## config.mk

```make
export PLATFORM = sky130hd
export DESIGN_NAME = cwm_div
export DESIGN_NICKNAME = d
export VERILOG_FILES = /design/src/rtl/cwm_pkg.sv /design/src/rtl/cwm_div.sv
export SDC_FILE = /design/constraint.sdc
export NUM_CORES = 1
export LEC_CHECK = 0
export ABC_CLOCK_PERIOD_IN_PS = 6100
export BUFFER_PORTS_ARGS = -buffer_cell sky130_fd_sc_hd__buf_2
export CAP_MARGIN = 20
export CORE_AREA = 10 10 99 101
export DETAILED_ROUTE_END_ITERATION = 7
export DIE_AREA = 0 0 109 111
export HOLD_SLACK_MARGIN = 0.05
export PLACE_DENSITY = 0.79
export SLEW_MARGIN = 0
export SYNTH_ARGS = -nofsm -noshare
export SYNTH_HDL_FRONTEND = slang
export SYNTH_SLANG_ARGS = --single-unit
```

## constraint.sdc

```tcl
create_clock -name clock -period 6.1 [get_ports clock]
set_clock_uncertainty 0.05 [all_clocks]
set_input_delay 0.305 -clock clock [delete_from_list [all_inputs] [get_ports clock]]
set_output_delay 0.305 -clock clock [all_outputs]
set_load 0.02 [all_outputs]
```

## src/rtl/cwm_pkg.sv

```systemverilog
// ============================================================================
// cwm_pkg: shared definitions for the clipped window mean block
// Grid geometry, field widths and configuration register indexes.
// ============================================================================
package cwm_pkg;

   localparam int MAX_ROWS   = 64;
   localparam int MAX_COLS   = 64;
   localparam int GRID_DEPTH = MAX_ROWS * MAX_COLS;
   localparam int ADDR_W     = $clog2(GRID_DEPTH);

   localparam int POS_W      = 6;
   localparam int CENTER_W   = 8;
   localparam int VALUE_W    = 24;
   localparam int SUM_W      = 32;
   localparam int CNT_W      = 8;
   localparam int SIZE_W     = 7;
   localparam int HALF_W     = 3;
   localparam int BND_W      = 10;
   localparam int DIV_STEP_W = $clog2(SUM_W);

   localparam int CSR_IDX_W  = 2;
   localparam int CSR_DATA_W = 7;

   typedef enum logic [CSR_IDX_W-1:0] {
      CSR_ROWS_IN_USE = 2'd0,
      CSR_COLS_IN_USE = 2'd1,
      CSR_HALF_ROWS   = 2'd2,
      CSR_HALF_COLS   = 2'd3
   } csr_index_type;

   typedef enum logic {
      REQ_WRITE = 1'b0,
      REQ_QUERY = 1'b1
   } req_kind_type;

endpackage

```

## src/rtl/cwm_div.sv

```systemverilog
// ============================================================================
// cwm_div: bit-serial signed by unsigned divider
// Restoring division, one quotient bit per cycle, truncated toward zero.
// ============================================================================
module cwm_div (
   input  logic                               clock,
   input  logic                               reset,
   input  logic                               start,
   input  logic signed [cwm_pkg::SUM_W-1:0]   dividend,
   input  logic        [cwm_pkg::CNT_W-1:0]   divisor,
   output logic                               done,
   output logic signed [cwm_pkg::VALUE_W-1:0] quotient
);

   logic                            busy_ff;
   logic [cwm_pkg::DIV_STEP_W-1:0]  step_ff;
   logic [cwm_pkg::SUM_W-1:0]       shift_ff;
   logic [cwm_pkg::CNT_W-1:0]       rem_ff;
   logic [cwm_pkg::CNT_W-1:0]       div_ff;
   logic                            neg_ff;
   logic                            done_ff;
   logic [cwm_pkg::VALUE_W-1:0]     quot_ff;

   logic [cwm_pkg::CNT_W:0]         trial;
   logic                            fits;
   logic [cwm_pkg::CNT_W-1:0]       rem_in;
   logic [cwm_pkg::SUM_W-1:0]       shift_in;
   logic [cwm_pkg::SUM_W-1:0]       signed_q;

   always_comb begin
      trial    = {rem_ff, shift_ff[cwm_pkg::SUM_W-1]};
      fits     = (trial >= {1'b0, div_ff});
      rem_in   = fits ? cwm_pkg::CNT_W'(trial - {1'b0, div_ff})
                      : cwm_pkg::CNT_W'(trial);
      shift_in = {shift_ff[cwm_pkg::SUM_W-2:0], fits};
      signed_q = neg_ff ? (~shift_in + 1'b1) : shift_in;
   end

   always_ff @(posedge clock) begin
      if (reset) begin
         busy_ff <= 1'b0;
         done_ff <= 1'b0;
         step_ff <= '0;
      end else begin
         done_ff <= busy_ff && !start
                    && (step_ff == cwm_pkg::DIV_STEP_W'(cwm_pkg::SUM_W - 1));
         if (start) begin
            busy_ff <= 1'b1;
            step_ff <= '0;
         end else if (busy_ff) begin
            step_ff <= step_ff + 1'b1;
            if (step_ff == cwm_pkg::DIV_STEP_W'(cwm_pkg::SUM_W - 1)) begin
               busy_ff <= 1'b0;
            end
         end
      end
   end

   always_ff @(posedge clock) begin
      if (start) begin
         neg_ff   <= dividend[cwm_pkg::SUM_W-1];
         shift_ff <= dividend[cwm_pkg::SUM_W-1] ? (~dividend + 1'b1) : dividend;
         rem_ff   <= '0;
         div_ff   <= divisor;
      end else if (busy_ff) begin
         shift_ff <= shift_in;
         rem_ff   <= rem_in;
         if (step_ff == cwm_pkg::DIV_STEP_W'(cwm_pkg::SUM_W - 1)) begin
            quot_ff <= signed_q[cwm_pkg::VALUE_W-1:0];
         end
      end
   end

   assign done     = done_ff;
   assign quotient = quot_ff;

endmodule

```

# Word level (Yosys, flattened, before mapping)

Cells that the tools add are included.

Add/sub/neg operators: 4
Magnitude comparators: 1
Equality and inequality tests: 1
Muxes and demuxes: 8
Bitwise operators: 3
Reductions and logical operators: 6

Operators by type and width:

| operator                                       | count |
|---|---|
| 2-to-1 mux 32 bit                              | 3 |
| adder 32 x 1 -> 32 bit (second input constant) | 1 |
| inverter 32 bit                                | 1 |
| adder 24 x 1 -> 24 bit (second input constant) | 1 |
| 2-to-1 mux 24 bit                              | 1 |
| inverter 24 bit                                | 1 |
| >= comparator 9 x 8 -> 1 bit                   | 1 |
| 2-to-1 mux 8 bit                               | 1 |
| subtractor 8 bit                               | 1 |
| adder 5 x 1 -> 5 bit (second input constant)   | 1 |
| == test 5 bit (second input constant)          | 1 |
| 2-to-1 mux 1 bit                               | 3 |
| AND reduction 3 bit                            | 1 |
| logical AND 1 bit                              | 2 |
| nonzero test 2 bit                             | 1 |
| OR reduction 2 bit                             | 1 |
| zero test 1 bit                                | 1 |
| inverter 1 bit                                 | 1 |

Bits in registers: 80
Input port bits: 43
Output and inout port bits: 25
Logic and storage cells: 31

# Longest topological paths before layout

Gate-level depths: netlist of the first run.

Word-level depth: 4
Mapped depth: 13
Depth with buffers taken out: 12

# Least setup slack after synthesis of the first run

No wires, ideal clock.

Path kind: reg-to-reg
Start: reg div_ff[4] (netlist name)
End: reg quot_ff (netlist bit quotient[22]) (data pin)
Library setup time: 0.265 ns
Arrival: 2.560 ns
Data required time: 5.785 ns
Setup slack: 3.225 ns
Cell stages (with the launch flop): 14
Buffers on the path: 1
Period minus slack after synthesis: 2.875 ns
Cell sequence: edfxtp_1 inv_1 ha_1 a21oi_1 a21oi_1 a211o_1 buf_2 clkinv_1 ha_1 nand2b_1 nand3b_1 o21ai_1 o21ai_0 xor2_1

Word-level cells in the longest chain between the ends: 4

Ends and longest elaborated chain:

| item                         | RTL line      | RTL |
|---|---|---|
| start, declared              | cwm_div.sv:19 | `logic [cwm_pkg::CNT_W-1:0] div_ff;` |
| start signal, assigned       | cwm_div.sv:64 | `div_ff <= divisor;` |
| >= comparator 9 x 8 -> 1 bit | cwm_div.sv:32 | `fits = (trial >= {1'b0, div_ff});` |
| inverter 24 bit              | cwm_div.sv:36 | `signed_q = neg_ff ? (~shift_in + 1'b1) : shift_in;` |
| adder 24 x 1 -> 24 bit       | cwm_div.sv:36 |  |
| 2-to-1 mux 24 bit            | cwm_div.sv:36 |  |
| via signed_q, one bit        | cwm_div.sv:28 | `logic [cwm_pkg::SUM_W-1:0] signed_q;` |
| end signal, assigned         | cwm_div.sv:69 | `quot_ff <= signed_q[cwm_pkg::VALUE_W-1:0];` |
| end, declared                | cwm_div.sv:22 | `logic [cwm_pkg::VALUE_W-1:0] quot_ff;` |

The timed path passes the listed nets, and every way through them passes these cells.
A chain may end at the register's enable or synchronous reset.

# Final worst setup path of the first run

Start: reg div_ff[6] (netlist name)
End: reg quot_ff (netlist bit quotient[22]) (data pin)

The elaborated chain is that of the path after synthesis.

==> results of run 1 <==
==> state kept, by name, indices dropped and copies added, names as in the netlist <==
signal	count
rem_ff	8
step_ff	5
quotient	24
busy_ff	1
shift_ff	32
done	1
neg_ff	1
div_ff	8
==> through the flow <==
stage / hold WS [ns] / instances / total power [µW] / util
floorplan: 0.324 / 451 / 846 / -
global placement: 0.431 / 604 / 903 / 0.625
detailed placement: 0.433 / 604 / 914 / 0.625
CTS: 0.0645 / 620 / 1310 / 0.651
global route: 0.0531 / 621 / 1370 / 0.655
finish: 0.0707 / 621 / 1310 / 0.655
==> cell families after synthesis <==
logic type | Yosys count
simple gates | 154
compound gates | 103
flops | 80
xor+xnor | 54
buf+inv | 43
fa+ha+maj | 13
mux | 4
==> worst reg2reg max path, delay by kind of cell, from the launching register on <==
kind,cells,cell delay [ns]
XOR/XNOR,1,0.09
flip-flops,1,0.33
AO/OA/AOI/OAI,4,1.24
AND/OR/NAND/NOR,3,0.46
adder cells (fa/ha/maj),2,0.68
buffers and inverters,2,0.49
==> where the power goes <==
part | switching [µW] | internal (µW)
logic | 133 | 92.9
registers | 37.5 | 643
clock network | 201 | 201
total | 371 | 936
==> layout by cell type (no fill, tap or decap), types with 15 or more instances in the layout <==
master	instances
sky130_fd_sc_hd__nor3_1	15
sky130_fd_sc_hd__edfxtp_1	65
sky130_fd_sc_hd__xor2_1	36
sky130_fd_sc_hd__nand2_1	22
sky130_fd_sc_hd__o21ai_0	15
sky130_fd_sc_hd__dfxtp_1	15
sky130_fd_sc_hd__a21oi_1	36
sky130_fd_sc_hd__buf_2	67
sky130_fd_sc_hd__inv_1	21
sky130_fd_sc_hd__nor2_1	50
sky130_fd_sc_hd__xnor2_1	18
==> layout make-up <==
cell class / instances / area [µm²]
multi-input combinational: 328 / 2170
tap: 105 / 131
clock inverter: 4 / 31.3
clock buffer: 12 / 178
timing repair buffer: 70 / 378
sequential: 80 / 2250
fill: 647 / 2750
inverter: 22 / 82.6
==> path summary, 6_finish.rpt <==
kind	start	to	slack, ns	depth (start not counted)
max	div_ff[6]	quotient[22]	2.51	12
min	divisor[3]	div_ff[3]	0.07	1
max reg2reg	div_ff[6]	quotient[22]	2.51	12
min reg2reg	rem_ff[3]	rem_ff[4]	0.45	2
==> synth_stat cells (all sizes together) (9+ instances only) <==
cell | n | area, µm²
edfxtp | 65 | 1950
nor2 | 50 | 188
a21oi | 36 | 180
xor2 | 36 | 315
nand2 | 22 | 82.6
inv | 21 | 78.8
xnor2 | 18 | 158
clkbuf | 17 | 63.8
o21ai | 16 | 80.1
dfxtp | 15 | 300
nor3 | 15 | 75.1
o41ai | 13 | 114
ha | 12 | 150
nand3 | 12 | 60.1
o31ai | 12 | 90.1
nor4 | 11 | 68.8
nand2b | 9 | 56.3
or3 | 9 | 56.3
==> metal layers <==
metal	GRT usage	vias to the layer above
met2	0.264	141
met1	0.236	1728
met3	0.0587	12
met4	0.0396	0
met5	0	-
li1	-	1794
==> impl_metrics.csv, run 1 <==
group,metric,value,unit
status,outcome,"finished, final reports clean",
route,topRoutingLayerUsed,"met4",
clock_network,clock_tree_from_tritoncts,"built",
clock_network,cts_buffers,9,
final_layout,stdcell_area,0.00522,mm²
route,dr.first_iter.drc_count,305,
synthesis,synth_fa_ha_area_frac,0.0371,
clock_network,post_cts_resized,0,
synthesis,synth-edff-count,65,
clock_network,root_buffer,"sky130_fd_sc_hd__clkbuf_8",
place,place_worst_setup_slack,2.56,ns
synthesis,syn-num-nets,507,
worst_setup_path,critPathMaxStageDelay,0.55,ns
floorplan,core,0.00797,mm²
hold_path,hold_class,"input port to register",
floorplan,num_rows,33,
route,ant_nets,0,
synthesis,synth_area,0.00458,mm²
global_route,grt.total_usage,0.175,
global_route,grt_first_pass_wirelength,17300,µm
synthesis,post_synth_mux_area_share,0.00874,
final_layout,area_growth,13.9,%
worst_setup_path,required,6.16,ns
clock_network,cts_hold_buffers,0,
route,post_route_drc,0,
synthesis,synth_top_family_by_area,"simple AND/OR/NAND/NOR gates",
power,power_density,251,mW/mm²
sta,period_share,0.588,
worst_setup_path,worst_setup_start_kind,"register",
sta,final-max-slew-violation-count,0,
worst_setup_path,worst_path_dominant_cell_family,"compound AO/OA/AOI/OAI gates",
place,portBuffers,67,
global_route,initial_antenna_violation_count,0,
place,gpl.final_weighted_congestion,0.887,
route,drt-met1-wl,4590,µm
final_layout,drive_above_1_share,0.182,
synthesis,synth-main-ff-cell,"sky130_fd_sc_hd__edfxtp_1",
route,drt-wirelength-per-cell,16.8,µm
flow_run,max_cap_violations,0,
synthesis,number_of_cells_produced_by_synthesis,451,
route,dr_wl_met3,1010,µm
sta,report.final.setup_viol,0,
global_route,number_of_global_route_vias_before_repair,3519,
worst_setup_path,timing.critical_path.buf_inv,2,
sta,hold_violations,0,
global_route,pin_count_of_the_biggest_net_entering_global_routing,89,
power,power.leakage,0.00199,µW
synthesis,post_synth_xor_area_fraction,0.103,
sta,worst_pin_slew,0.853,ns
synthesis,distinct_cell_type_count_of_the_synthesized_netlist,49,
final_layout,final_nets,567,
worst_setup_path,cp_data_arrival_time,3.64,ns
floorplan,number_of_ports_placed_on_the_die_boundary,68,
clock_network,postCtsSetupRepairBufs,0,
synthesis,synth_area_in_compound_gates,0.151,
global_route,overflow,0,
clock_network,cts.htree.levels,3,
worst_setup_path,worstPathMaxFanout,17,
clock_network,clock_sinks,80,
sta,finalCriticalPeriod,3.59,ns
clock_network,clock_latency,0.35,ns
clock_network,clkTransAtPathRegs,0.09,ns
synthesis,ys_seq_area_frac,0.492,
worst_setup_path,timing.setup.critical_path_class,"register to register",
clock_network,cts.path.max_buffers,2,
sta,fmax,279,MHz
synthesis,yosys_warnings,0,
power,vdd_drop_max,0.000124,V
floorplan,dieArea,0.0121,mm²
sta,setup_total_negative_slack,0,ns
floorplan,die_height,111,µm
floorplan,start_util,0.575,
synthesis,postSynthAreaPerCell,10.2,µm²
route,vias,3675,
worst_setup_path,critPathCaptureType,"register",
route,drt-vias-per-instance,5.92,
sta,relSlewSlack,0.432,
floorplan,die_width,109,µm
worst_setup_path,cp_common_cell,"sky130_fd_sc_hd__ha_1",
worst_setup_path,timing.critical_path.cells,"inv_1 > ha_1 > nand4b_1 > a21oi_1 > a211o_1 > clkinv_1 > ha_1 > nand2b_1 > nand3b_1 > o21ai_1 > o21ai_0 > xor2_1",
sta,fin_ws,2.51,ns
sta,grt_setup_unrepaired,"no",
synthesis,synth-seq-cells,80,
place,dp_hpwl,7690,µm
worst_setup_path,crit_path_top_delay_cell,"sky130_fd_sc_hd__a211o_1",
synthesis,async_reset_ff_frac,0,
synthesis,synth-simple-area-share,0.173,
place,placedInstanceArea,0.00498,mm²
route,routed-wl-met2,4750,µm
final_layout,antenna_cells,0,
route,drt-total-wl,10500,µm
route,drt_pre_antenna_iters,7,
Note: power is estimated with default switching activity, not from simulation.
==> run 2, diff against run 1 <==
--- a/config.mk
+++ b/config.mk
@@ -5,14 +5,14 @@
 export SDC_FILE = /design/constraint.sdc
 export NUM_CORES = 1
 export LEC_CHECK = 0
-export ABC_CLOCK_PERIOD_IN_PS = 6100
+export ABC_CLOCK_PERIOD_IN_PS = 3100
 export BUFFER_PORTS_ARGS = -buffer_cell sky130_fd_sc_hd__buf_2
 export CAP_MARGIN = 20
-export CORE_AREA = 10 10 99 101
+export CORE_AREA = 10 10 105 107
 export DETAILED_ROUTE_END_ITERATION = 7
-export DIE_AREA = 0 0 109 111
+export DIE_AREA = 0 0 115 117
 export HOLD_SLACK_MARGIN = 0.05
-export PLACE_DENSITY = 0.79
+export PLACE_DENSITY = 0.73
 export SLEW_MARGIN = 0
 export SYNTH_ARGS = -nofsm -noshare
 export SYNTH_HDL_FRONTEND = slang
==> constraint.sdc (replaced) <==
create_clock -name clock -period 3.1 [get_ports clock]
set_clock_uncertainty 0.05 [all_clocks]
set_input_delay 0.155 -clock clock [delete_from_list [all_inputs] [get_ports clock]]
set_output_delay 0.155 -clock clock [all_outputs]
set_load 0.02 [all_outputs]
==> impl_metrics.csv, run 2 (synthesis results as in run 1) <==
group,metric,value,unit
status,outcome,"finished, final reports clean",
hold_path,worst_hold_path.endpoint,"shift_ff[24]",
worst_setup_path,timing.setup.critical_path_class,"register to register",
worst_setup_path,worst_setup_start_kind,"register",
clock_network,clkTransAtPathRegs,0.09,ns
clock_network,cts_buffers,9,
sta,final.hold.worst_slack,0.110,ns
sta,report.final.setup_viol,0,
clock_network,clock_tree_from_tritoncts,"built",
final_layout,final_nets,582,
global_route,grt.total_usage,0.165,
global_route,initial_antenna_violation_count,0,
final_layout,layout_commonest_cell,"sky130_fd_sc_hd__buf_2",
power,total_power,2660,µW
floorplan,start_util,0.508,
clock_network,cts.path.max_buffers,2,
floorplan,core,0.00902,mm²
worst_setup_path,r2r_end,"quotient[20]",
power,power.leakage,0.00206,µW
route,vias,3708,
global_route,overflow,0,
floorplan,dieArea,0.0135,mm²
sta,setup_total_negative_slack,0,ns
place,gpl.final_weighted_congestion,0.850,
route,post_route_drc,0,
route,drt-vias-per-instance,5.78,
route,ant_nets,0,
global_route,pin_count_of_the_biggest_net_entering_global_routing,51,
worst_setup_path,critPathCaptureType,"register",
place,dp_hpwl,7840,µm
sta,grt_setup_unrepaired,"no",
floorplan,num_rows,35,
power,vdd_drop_max,0.000209,V
route,dr.first_iter.drc_count,262,
worst_setup_path,required,3.16,ns
global_route,number_of_global_route_vias_before_repair,3647,
sta,final-max-slew-violation-count,0,
route,drt_pre_antenna_iters,7,
final_layout,antenna_cells,0,
clock_network,root_buffer,"sky130_fd_sc_hd__clkbuf_8",
final_layout,area_growth,17.1,%
worst_setup_path,cp_data_arrival_time,2.91,ns
power,power_density,495,mW/mm²
flow_run,max_cap_violations,0,
floorplan,die_width,115,µm
final_layout,multi_input_comb_area,0.00217,mm²
hold_path,min_delay_path_depth,2,
clock_network,clock_sinks,80,
final_layout,drive_above_1_share,0.190,
floorplan,die_height,117,µm
route,drt-total-wl,10900,µm
sta,period_share,0.919,
sta,hold_violations,0,
worst_setup_path,reg2regPathDepth,13,
sta,worst_pin_slew,0.691,ns
final_layout,seq_area,0.00225,mm²
hold_path,hold_class,"input port to register",
final_layout,finalCoreUtilization,0.595,
worst_setup_path,worstPathMaxFanout,5,
worst_setup_path,r2r_slack,0.25,ns
clock_network,cts.htree.levels,3,
sta,fmax,351,MHz
sta,relSlewSlack,0.535,
final_layout,n_fill_cell,784,
global_route,grt_first_pass_wirelength,17900,µm
hold_path,worst_hold_startpoint,"dividend[24]",
clock_network,clock_latency,0.36,ns
worst_setup_path,timing.rr.start,"div_ff[4]",
final_layout,largest_register_ff_count,32,
place,portBuffers,67,
final_layout,max_flop_register,"shift_ff",
final_layout,most-common-layout-cells,"sky130_fd_sc_hd__buf_2 (67), sky130_fd_sc_hd__edfxtp_1 (65), sky130_fd_sc_hd__nor2_1 (50)",
floorplan,number_of_ports_placed_on_the_die_boundary,68,
route,drt-wirelength-per-cell,16.9,µm
sta,finalCriticalPeriod,2.85,ns
==> run 2: cell count changes in the layout (fill, tap and decap cells not counted), sizes merged <==
cell and change:
buf +5, clkinv +1, dlygate4sd3 +10, inv -1
==> run 2: how the worst max path moves through the flow <==
stage,startpoint,endpoint,slack [ns],cells past startpoint
final,div_ff[4],quotient[20],0.25,13
after global routing,div_ff[4],quotient[20],0.04,13
after CTS,div_ff[4],quotient[20],0.18,13
after detailed placement,div_ff[4],quotient[20],0.20,13
after global placement,div_ff[4],quotient[22],0.29,13
after floorplan,div_ff[4],quotient[22],0.23,13
==> run 2: repair_timing <==
item / 4_1_cts / 5_1_grt
hold endpoints to repair: 17 / 0
gates resized for setup: 0 / 1
hold buffers: 10 / 0
endpoints found under the setup margin: 0 / 2
setup buffers: 0 / 0
==> run 2: stage by stage <==
step / cell area (µm²) / setup slack [ns] / std cells
detailed placement: 5030 / 0.202 / 616
floorplan: 4580 / 0.225 / 451
global route: 5370 / 0.0386 / 642
global placement: 5030 / 0.289 / 616
finish: 5370 / 0.252 / 642
CTS: 5360 / 0.185 / 642
==> run 2: metal layers <==
| metal | vias to the layer above | track usage | share of wire |
|---|---|---|---|
| met4 | 0 | 0.0718 | 0.013 |
| met2 | 102 | 0.281 | 0.49 |
| li1 | 1827 | - | - |
| met3 | 14 | 0.0296 | 0.061 |
| met5 | - | 0 | 0 |
| met1 | 1765 | 0.200 | 0.43 |
==> run 2: area by class of cell <==
class	instances	area share
clock buffers	12	0.0371
clock inverters	4	0.00513
inverters	22	0.0154
multi-input cells	328	0.404
flip-flops and latches	80	0.420
well taps	111	0.0259
repair buffers	85	0.0924
==> run 2: worst max-delay path: stages, from the launching register on <==
cell and delay, ns:
sky130_fd_sc_hd__edfxtp_1 0.33, sky130_fd_sc_hd__inv_1 0.04, sky130_fd_sc_hd__ha_1 0.35, sky130_fd_sc_hd__a21oi_2 0.20, sky130_fd_sc_hd__a21oi_1 0.14, sky130_fd_sc_hd__a211o_1 0.31, sky130_fd_sc_hd__clkinv_1 0.07, sky130_fd_sc_hd__ha_1 0.16
sky130_fd_sc_hd__nand2b_1 0.12, sky130_fd_sc_hd__nand3b_1 0.23, sky130_fd_sc_hd__o21ai_1 0.17, sky130_fd_sc_hd__buf_4 0.16, sky130_fd_sc_hd__o21ai_0 0.11, sky130_fd_sc_hd__xor2_1 0.16
==> run 2: where the power goes <==
part	internal, µW	total (µW)	switching [µW]
combinational	202	474	271
clock	439	849	410
sequential	1260	1330	68.7
total	1910	2660	750
==> run 3, diff against run 2 <==
--- a/config.mk
+++ b/config.mk
@@ -5,14 +5,14 @@
 export SDC_FILE = /design/constraint.sdc
 export NUM_CORES = 1
 export LEC_CHECK = 0
-export ABC_CLOCK_PERIOD_IN_PS = 3100
+export ABC_CLOCK_PERIOD_IN_PS = 3450
 export BUFFER_PORTS_ARGS = -buffer_cell sky130_fd_sc_hd__buf_2
 export CAP_MARGIN = 20
-export CORE_AREA = 10 10 105 107
+export CORE_AREA = 10 10 99 101
 export DETAILED_ROUTE_END_ITERATION = 7
-export DIE_AREA = 0 0 115 117
+export DIE_AREA = 0 0 109 111
 export HOLD_SLACK_MARGIN = 0.05
-export PLACE_DENSITY = 0.73
+export PLACE_DENSITY = 0.79
 export SLEW_MARGIN = 0
 export SYNTH_ARGS = -nofsm -noshare
 export SYNTH_HDL_FRONTEND = slang
==> constraint.sdc (replaced) <==
create_clock -name clock -period 3.45 [get_ports clock]
set_clock_uncertainty 0.05 [all_clocks]
set_input_delay 0.1725 -clock clock [delete_from_list [all_inputs] [get_ports clock]]
set_output_delay 0.1725 -clock clock [all_outputs]
set_load 0.02 [all_outputs]
==> impl_metrics.csv, run 3 (synthesis results as in run 1) <==
group,metric,value,unit
floorplan,number_of_ports_placed_on_the_die_boundary,68,
clock_network,clock_sinks,80,
floorplan,die_height,111,µm
final_layout,n_fill_cell,626,
place,place.detailed.instances,609,
final_layout,final_nets,580,
global_route,grt.total_usage,0.177,
global_route,grt_first_pass_wirelength,17400,µm
route,drt-total-wl,10700,µm
worst_setup_path,timing.critical_path.cells,"inv_1 > ha_1 > a21oi_1 > a21oi_1 > a211o_1 > clkinv_1 > ha_1 > nand2b_1 > nand3b_1 > o21ai_1 > o21ai_0 > xor2_1",
worst_setup_path,r2r_slack,0.43,ns
worst_setup_path,cp.depth,12,
clock_network,root_buffer,"sky130_fd_sc_hd__clkbuf_8",
floorplan,start_util,0.575,
clock_network,post_cts_resized,0,
sta,report.final.setup_viol,0,
route,ant_nets,0,
worst_setup_path,crit_path_top_delay_cell,"sky130_fd_sc_hd__o21ai_1",
route,drt-wirelength-per-cell,16.9,µm
sta,finalCriticalPeriod,3.02,ns
floorplan,dieArea,0.0121,mm²
route,dr.first_iter.drc_count,238,
route,post_route_drc,0,
final_layout,max_flop_register,"shift_ff",
clock_network,cts_buffers,9,
final_layout,layout_commonest_cell,"sky130_fd_sc_hd__buf_2",
final_layout,area_growth,16.2,%
sta,final-max-slew-violation-count,0,
final_layout,drive_above_1_share,0.185,
power,power.leakage,0.00204,µW
route,vias,3724,
worst_setup_path,cp_data_arrival_time,3.09,ns
sta,relSlewSlack,0.474,
route,drt_pre_antenna_iters,4,
status,outcome,"finished, final reports clean",
sta,grt_setup_unrepaired,"no",
clock_network,cts_hold_buffers,9,
global_route,pin_count_of_the_biggest_net_entering_global_routing,38,
clock_network,clock_latency,0.36,ns
power,vdd_drop_max,0.000237,V
floorplan,num_rows,33,
clock_network,cts.htree.levels,3,
worst_setup_path,worst_path_dominant_cell_family,"compound AO/OA/AOI/OAI gates",
floorplan,die_width,109,µm
final_layout,seq_area,0.00225,mm²
clock_network,cts.path.max_buffers,2,
worst_setup_path,required,3.52,ns
sta,period_share,0.875,
sta,worst_pin_slew,0.782,ns
worst_setup_path,r2r_end,"quotient[22]",
worst_setup_path,worstPathMaxFanout,5,
worst_setup_path,reg2regPathDepth,12,
final_layout,finalCoreUtilization,0.668,
worst_setup_path,worst_setup_start_kind,"register",
clock_network,clkTransAtPathRegs,0.09,ns
worst_setup_path,timing.rr.start,"div_ff[4]",
place,portBuffers,67,
final_layout,largest_register_ff_count,32,
worst_setup_path,critPathMaxStageDelay,0.36,ns
global_route,initial_antenna_violation_count,2,
power,power_density,445,mW/mm²
floorplan,core,0.00797,mm²
global_route,number_of_global_route_vias_before_repair,3601,
sta,hold_violations,0,
worst_setup_path,timing.critical_path.to,"quotient[22]",
final_layout,most-common-layout-cells,"sky130_fd_sc_hd__buf_2 (67), sky130_fd_sc_hd__edfxtp_1 (65), sky130_fd_sc_hd__nor2_1 (50)",
final_layout,finish.cell_count_without_fillers,635,
route,drt-vias-per-instance,5.86,
worst_setup_path,crit_path_start,"div_ff[4]",
place,dp_hpwl,7770,µm
worst_setup_path,critPathCaptureType,"register",
global_route,overflow,0,
flow_run,max_cap_violations,0,
clock_network,postCtsSetupRepairBufs,0,
sta,setup_total_negative_slack,0,ns
place,gpl.final_weighted_congestion,0.902,
worst_setup_path,timing.setup.critical_path_class,"register to register",
worst_setup_path,timing.critical_path.buf_inv,2,
clock_network,clock_tree_from_tritoncts,"built",
final_layout,multi_input_comb_area,0.00217,mm²
hold_path,hold_class,"input port to register",
sta,fmax,331,MHz
[run 3: cell type report]
| cell class | count | share of cell area |
|---|---|---|
| Multi-Input combinational cell | 328 | 0.407 |
| Sequential cell | 80 | 0.423 |
| Antenna cell | 1 | 0.000470 |
| Clock inverter | 5 | 0.0113 |
| Inverter | 22 | 0.0155 |
| Timing Repair Buffer | 83 | 0.0898 |
| Clock buffer | 11 | 0.0287 |
| Tap cell | 105 | 0.0247 |
[run 3: per-layer routing]
metal	GRT usage	share of wire	wire (µm)
met5	0	0	0
met4	0.0686	0.013	142
met3	0.0459	0.085	909
met2	0.263	0.46	4910
met1	0.239	0.44	4750
[run 3: worst min path at each step]
stage                      start      endpoint  depth (start not counted)
finish              dividend[28]  shift_ff[28]                          3
global route        dividend[28]  shift_ff[28]                          3
CTS                 dividend[28]  shift_ff[28]                          3
detailed placement    divisor[1]     div_ff[1]                          1
global placement      divisor[1]     div_ff[1]                          1
floorplan                  reset       busy_ff                          1
[run 3: stage by stage]
step                worst slack [ns]  hold WS [ns]  cell area [µm²]  power [µW]
floorplan                      0.575         0.192             4580        1500
global placement               0.543         0.299             5020        1610
detailed placement             0.439         0.301             5020        1620
CTS                            0.415         0.122             5320        2370
global route                   0.148         0.162             5330        2480
finish                         0.431         0.133             5330        2370
[run 3: power by group]
part | leakage [µW] | internal, µW | total [µW] | switching (µW)
sequential | 0.000742 | 1140 | 1200 | 59.8
combinational | 0.00119 | 179 | 421 | 242
clock | 0.000110 | 384 | 755 | 372
total | 0.00204 | 1700 | 2370 | 673
[run 3: worst reg2reg max path, cell delays in order, from the launching register on]
cell                       delay, ns
sky130_fd_sc_hd__edfxtp_1       0.34
sky130_fd_sc_hd__inv_1          0.04
sky130_fd_sc_hd__ha_1           0.34
sky130_fd_sc_hd__a21oi_1        0.26
sky130_fd_sc_hd__a21oi_1        0.17
sky130_fd_sc_hd__a211o_1        0.31
sky130_fd_sc_hd__clkinv_1       0.07
sky130_fd_sc_hd__ha_1           0.15
sky130_fd_sc_hd__nand2b_1       0.10
sky130_fd_sc_hd__nand3b_1       0.23
sky130_fd_sc_hd__o21ai_1        0.36
sky130_fd_sc_hd__o21ai_0        0.20
sky130_fd_sc_hd__xor2_1         0.17
